<file path="src/rtl/dwbs_ram.sv">
// Single-port-write, single-port-read synchronous RAM with registered read data.
// Stand-alone; sized by its parameters.
module dwbs_ram #(
  parameter int WIDTH = 32,
  parameter int WORDS = 64
) (
  input  logic                     clk,
  input  logic                     wr_en,
  input  logic [$clog2(WORDS)-1:0] wr_addr,
  input  logic [WIDTH-1:0]         wr_data,
  input  logic                     rd_en,
  input  logic [$clog2(WORDS)-1:0] rd_addr,
  output logic [WIDTH-1:0]         rd_data
);

  logic [WIDTH-1:0] mem [WORDS];

  // Write port
  always_ff @(posedge clk) begin
    if (wr_en) begin
      mem[wr_addr] <= wr_data;
    end
  end

  // Read port, registered read data
  always_ff @(posedge clk) begin
    if (rd_en) begin
      rd_data <= mem[rd_addr];
    end
  end

endmodule

</file>
<file path="config.mk">
export PLATFORM = sky130hd
export DESIGN_NAME = dwbs_ram
export DESIGN_NICKNAME = d
export VERILOG_FILES = /design/src/rtl/dwbs_ram.sv
export SDC_FILE = /design/constraint.sdc
export NUM_CORES = 2
export LEC_CHECK = 0
export BUFFER_PORTS_ARGS = -buffer_cell sky130_fd_sc_hd__buf_2
export CAP_MARGIN = 0
export CORE_AREA = 2 2 409 411
export CTS_CLUSTER_DIAMETER = 200
export DETAILED_ROUTE_END_ITERATION = 10
export DIE_AREA = 0 0 411 413
export PLACE_DENSITY = 0.75
export RECOVER_POWER = 50
export SKIP_LAST_GASP = 1
export SLEW_MARGIN = 20
export SYNTH_ARGS = -nofsm -noshare
export SYNTH_HDL_FRONTEND = slang
export SYNTH_SLANG_ARGS = --single-unit
</file>
<file path="constraint.sdc">
create_clock -name clk -period 3.9 [get_ports clk]
set_input_delay 0.585 -clock clk [delete_from_list [all_inputs] [get_ports clk]]
set_output_delay 0.585 -clock clk [all_outputs]
set_load 0.01 [all_outputs]
</file>
==> impl_metrics.ini <==
[logic_synthesis]
yosys_warnings = 0
synth.top_cell.area_share_pct = 79.2
yosys.area.top_type = edfxtp_1
synthAdderAreaFrac_pct = 0
synth-compound-area-share_pct = 1.67
ys_seq_area_share_pct = 79.2
yosys-mux-area-fraction_pct = 16.7
synth_nets = 3371
syn_area_um2 = 78800
synth_area_leaders = edfxtp_1, mux4_2, mux2i_1
synth_top_family_by_area = multiplexers
syn_inst = 3324
synth_cell_type_count = 33
ys_ff_latch = 2080
synth-xor-area-share_pct = 0
avgSynthCellArea_um2 = 23.7
synthSimpleGateAreaFrac_pct = 1.26

[timing]
rsz0062_at_grt = no
relSlewSlack_pct = -114
setup_tns_ns = 0
finClkSkew_ns = 0.0329
finalHoldViolCount = 0
finalCriticalPeriod_ns = 3.40
tightest_slew_ns = 3.22
slew_viol_final = 1629
max_clock_freq_mhz = 294
fin_crit_sh_pct = 87.3
setup_violations = 0

[outcome]
violations = max-capacitance violations, max-slew violations
outcome = finished, violations left

[die]
core_area_um2 = 166000
die-height_um = 413
start_util_pct = 47.5
die_area_um2 = 170000
fp.dieW_um = 411
row_count = 150
io_pins = 79

[clock_network]
path_clk_slew_ns = 0.06
cts-root-buf = clkbuf_16
clock-sinks = 2080
cts_max_level = 4
cts_tree = built
ctsHoldBuffers = 1
postCtsSetupRepairBufs = 0
clockBufferDepth = 3
clock_latency_ns = 0.82
cts_resized = 0
cts_made_buffers = 186

[route]
vias_per_cell = 6.41
drtIter0Drc = 5907
postRouteAntennaNets = 0
wirelength_um = 201000
drc = 0
first_pass_iters = 5
wl_per_cell_um = 33.5
vias = 38457

[power]
ir_worst_vdd_v = 0.000485
pwr_density_cell_nw_per_um2 = 500
power_leakage_uw = 0.0275

[global_routing]
track_usage_pct = 23.8
overflow = 0
grt_pass1_wl_um = 283000
antenna_found_initial = 13
grt_start_max_net_pins = 65
grt_pass1_vias = 38391

[job]
drv_cap = 33

[worst_setup_path]
path_class = in2reg
r2r_start = mem[26][18]$_DFFE_PP_
crit_path_end_kind = register
worst_r2r_path_depth = 4
crit_required_ns = 4.03
rr_endpoint = rd_data[18]$_DFFE_PP_
path_max_fanout = 63
reg2reg_slack_ns = 0.98
worstPathArrival_ns = 3.54
start_kind = primary input

[cells_and_area]
area_growth_pct = 13.1
instances_no_fill = 6003
drive_gt1_share_pct = 29.0
finalInstanceArea_um2 = 89100
finalNetCount = 3691

[placed_design]
place_congestion = 0.889
io_buffer_count = 78
dp_cells = 5659
place_hpwl_um = 112000
post_dp_cell_area_um2 = 83700

[min_path]
hold_start = wr_data[22]
hold_path_depth = 2
hold_path_class = in2reg
min_to = mem[26][22]$_DFFE_PP_
## power breakdown
part	internal (uW)	switching, uW	total (uW)
Clock	9400	7830	17200
Combinational	872	1540	2410
Sequential	24800	97.2	24900
## worst max path at each step
stage                start                     to  depth (start not counted)
2_1_floorplan   wr_addr[3]   mem[48][0]$_DFFE_PP_                          4
3_3_place_gp    rd_addr[0]  rd_data[18]$_DFFE_PP_                          7
3_5_place_dp    rd_addr[0]  rd_data[18]$_DFFE_PP_                          7
4_1_cts         rd_addr[0]  rd_data[18]$_DFFE_PP_                          7
5_1_grt        wr_data[22]  mem[58][22]$_DFFE_PP_                          3
6_report       wr_data[22]  mem[56][22]$_DFFE_PP_                          3
## routing by layer
layer / GRT usage (%) / up-vias / part of all wire [%]
met5: 0 / - / 0.0055
li1: - / 14936 / -
met2: 37.1 / 2707 / 47
met3: 7.20 / 389 / 13
met1: 32.1 / 20423 / 36
met4: 8.03 / 2 / 3.4
## placed cells by master (no fill, tap or decap), types with 60 or more instances in the layout
cell,instances
edfxtp_1,2080
mux4_2,544
clkbuf_16,191
buf_4,186
clkbuf_1,109
mux2i_1,93
o22ai_1,84
nor2_1,77
a21oi_1,62
nor2_4,60
## critical path, cell delays in order
cell	delay [ns]
dlygate4sd3_1	0.52
clkbuf_1	0.11
clkbuf_1	2.26
## stage by stage
| stage | util [%] | power, uW | hold slack, ns | setup slack, ns |
|---|---|---|---|---|
| detailed placement | 50.4 | 27700 | 0.787 | 0.00977 |
| global route | 53.7 | 45600 | 0.521 | 0.406 |
| floorplan | - | 26500 | 0.684 | 0.155 |
| global placement | 50.4 | 27700 | 0.787 | 0.00121 |
| CTS | 53.8 | 44700 | 0.237 | 0.834 |
| finish | 53.7 | 44600 | 0.527 | 0.497 |
## kinds of logic (layout without fill, tap and decap cells)
group,Yosys count,in the layout
flip-flops,2080,2080
AND/OR/NAND/NOR,223,223
AO/OA/AOI/OAI,202,202
other,0,11
buffers and inverters,182,646
multiplexers,637,637
## sequential cells by signal, summed over array words and instances (netlist names)
name,count
mem,2048
rd_data,32
## layout make-up
class,count,area (um^2)
diodes,11,27.5
repair buffers,314,2340
clock inverters,93,643
flip-flops and latches,2080,62500
fillers,12089,76800
clock buffers,239,4960
well taps,2204,2760
multi-input cells,1062,16000
## synthesized netlist by cell type, drive strengths merged
cell    number
edfxtp    2080
mux4       544
nor2       137
buf        108
mux2i       93
o22ai       84
clkbuf      74
a21oi       62
o221ai      27
nand2       26
nor2b       15
a22oi       12
a311oi       8
nand2b       8
nor3         7
nand3        5
nand3b       5
or3b         5
a41o         4
and3         4
o32ai        4
or2          3
or3          3
and2         2
nand4        2
a31oi        1
nand4b       1
Note: power is estimated with default switching activity, not from simulation.
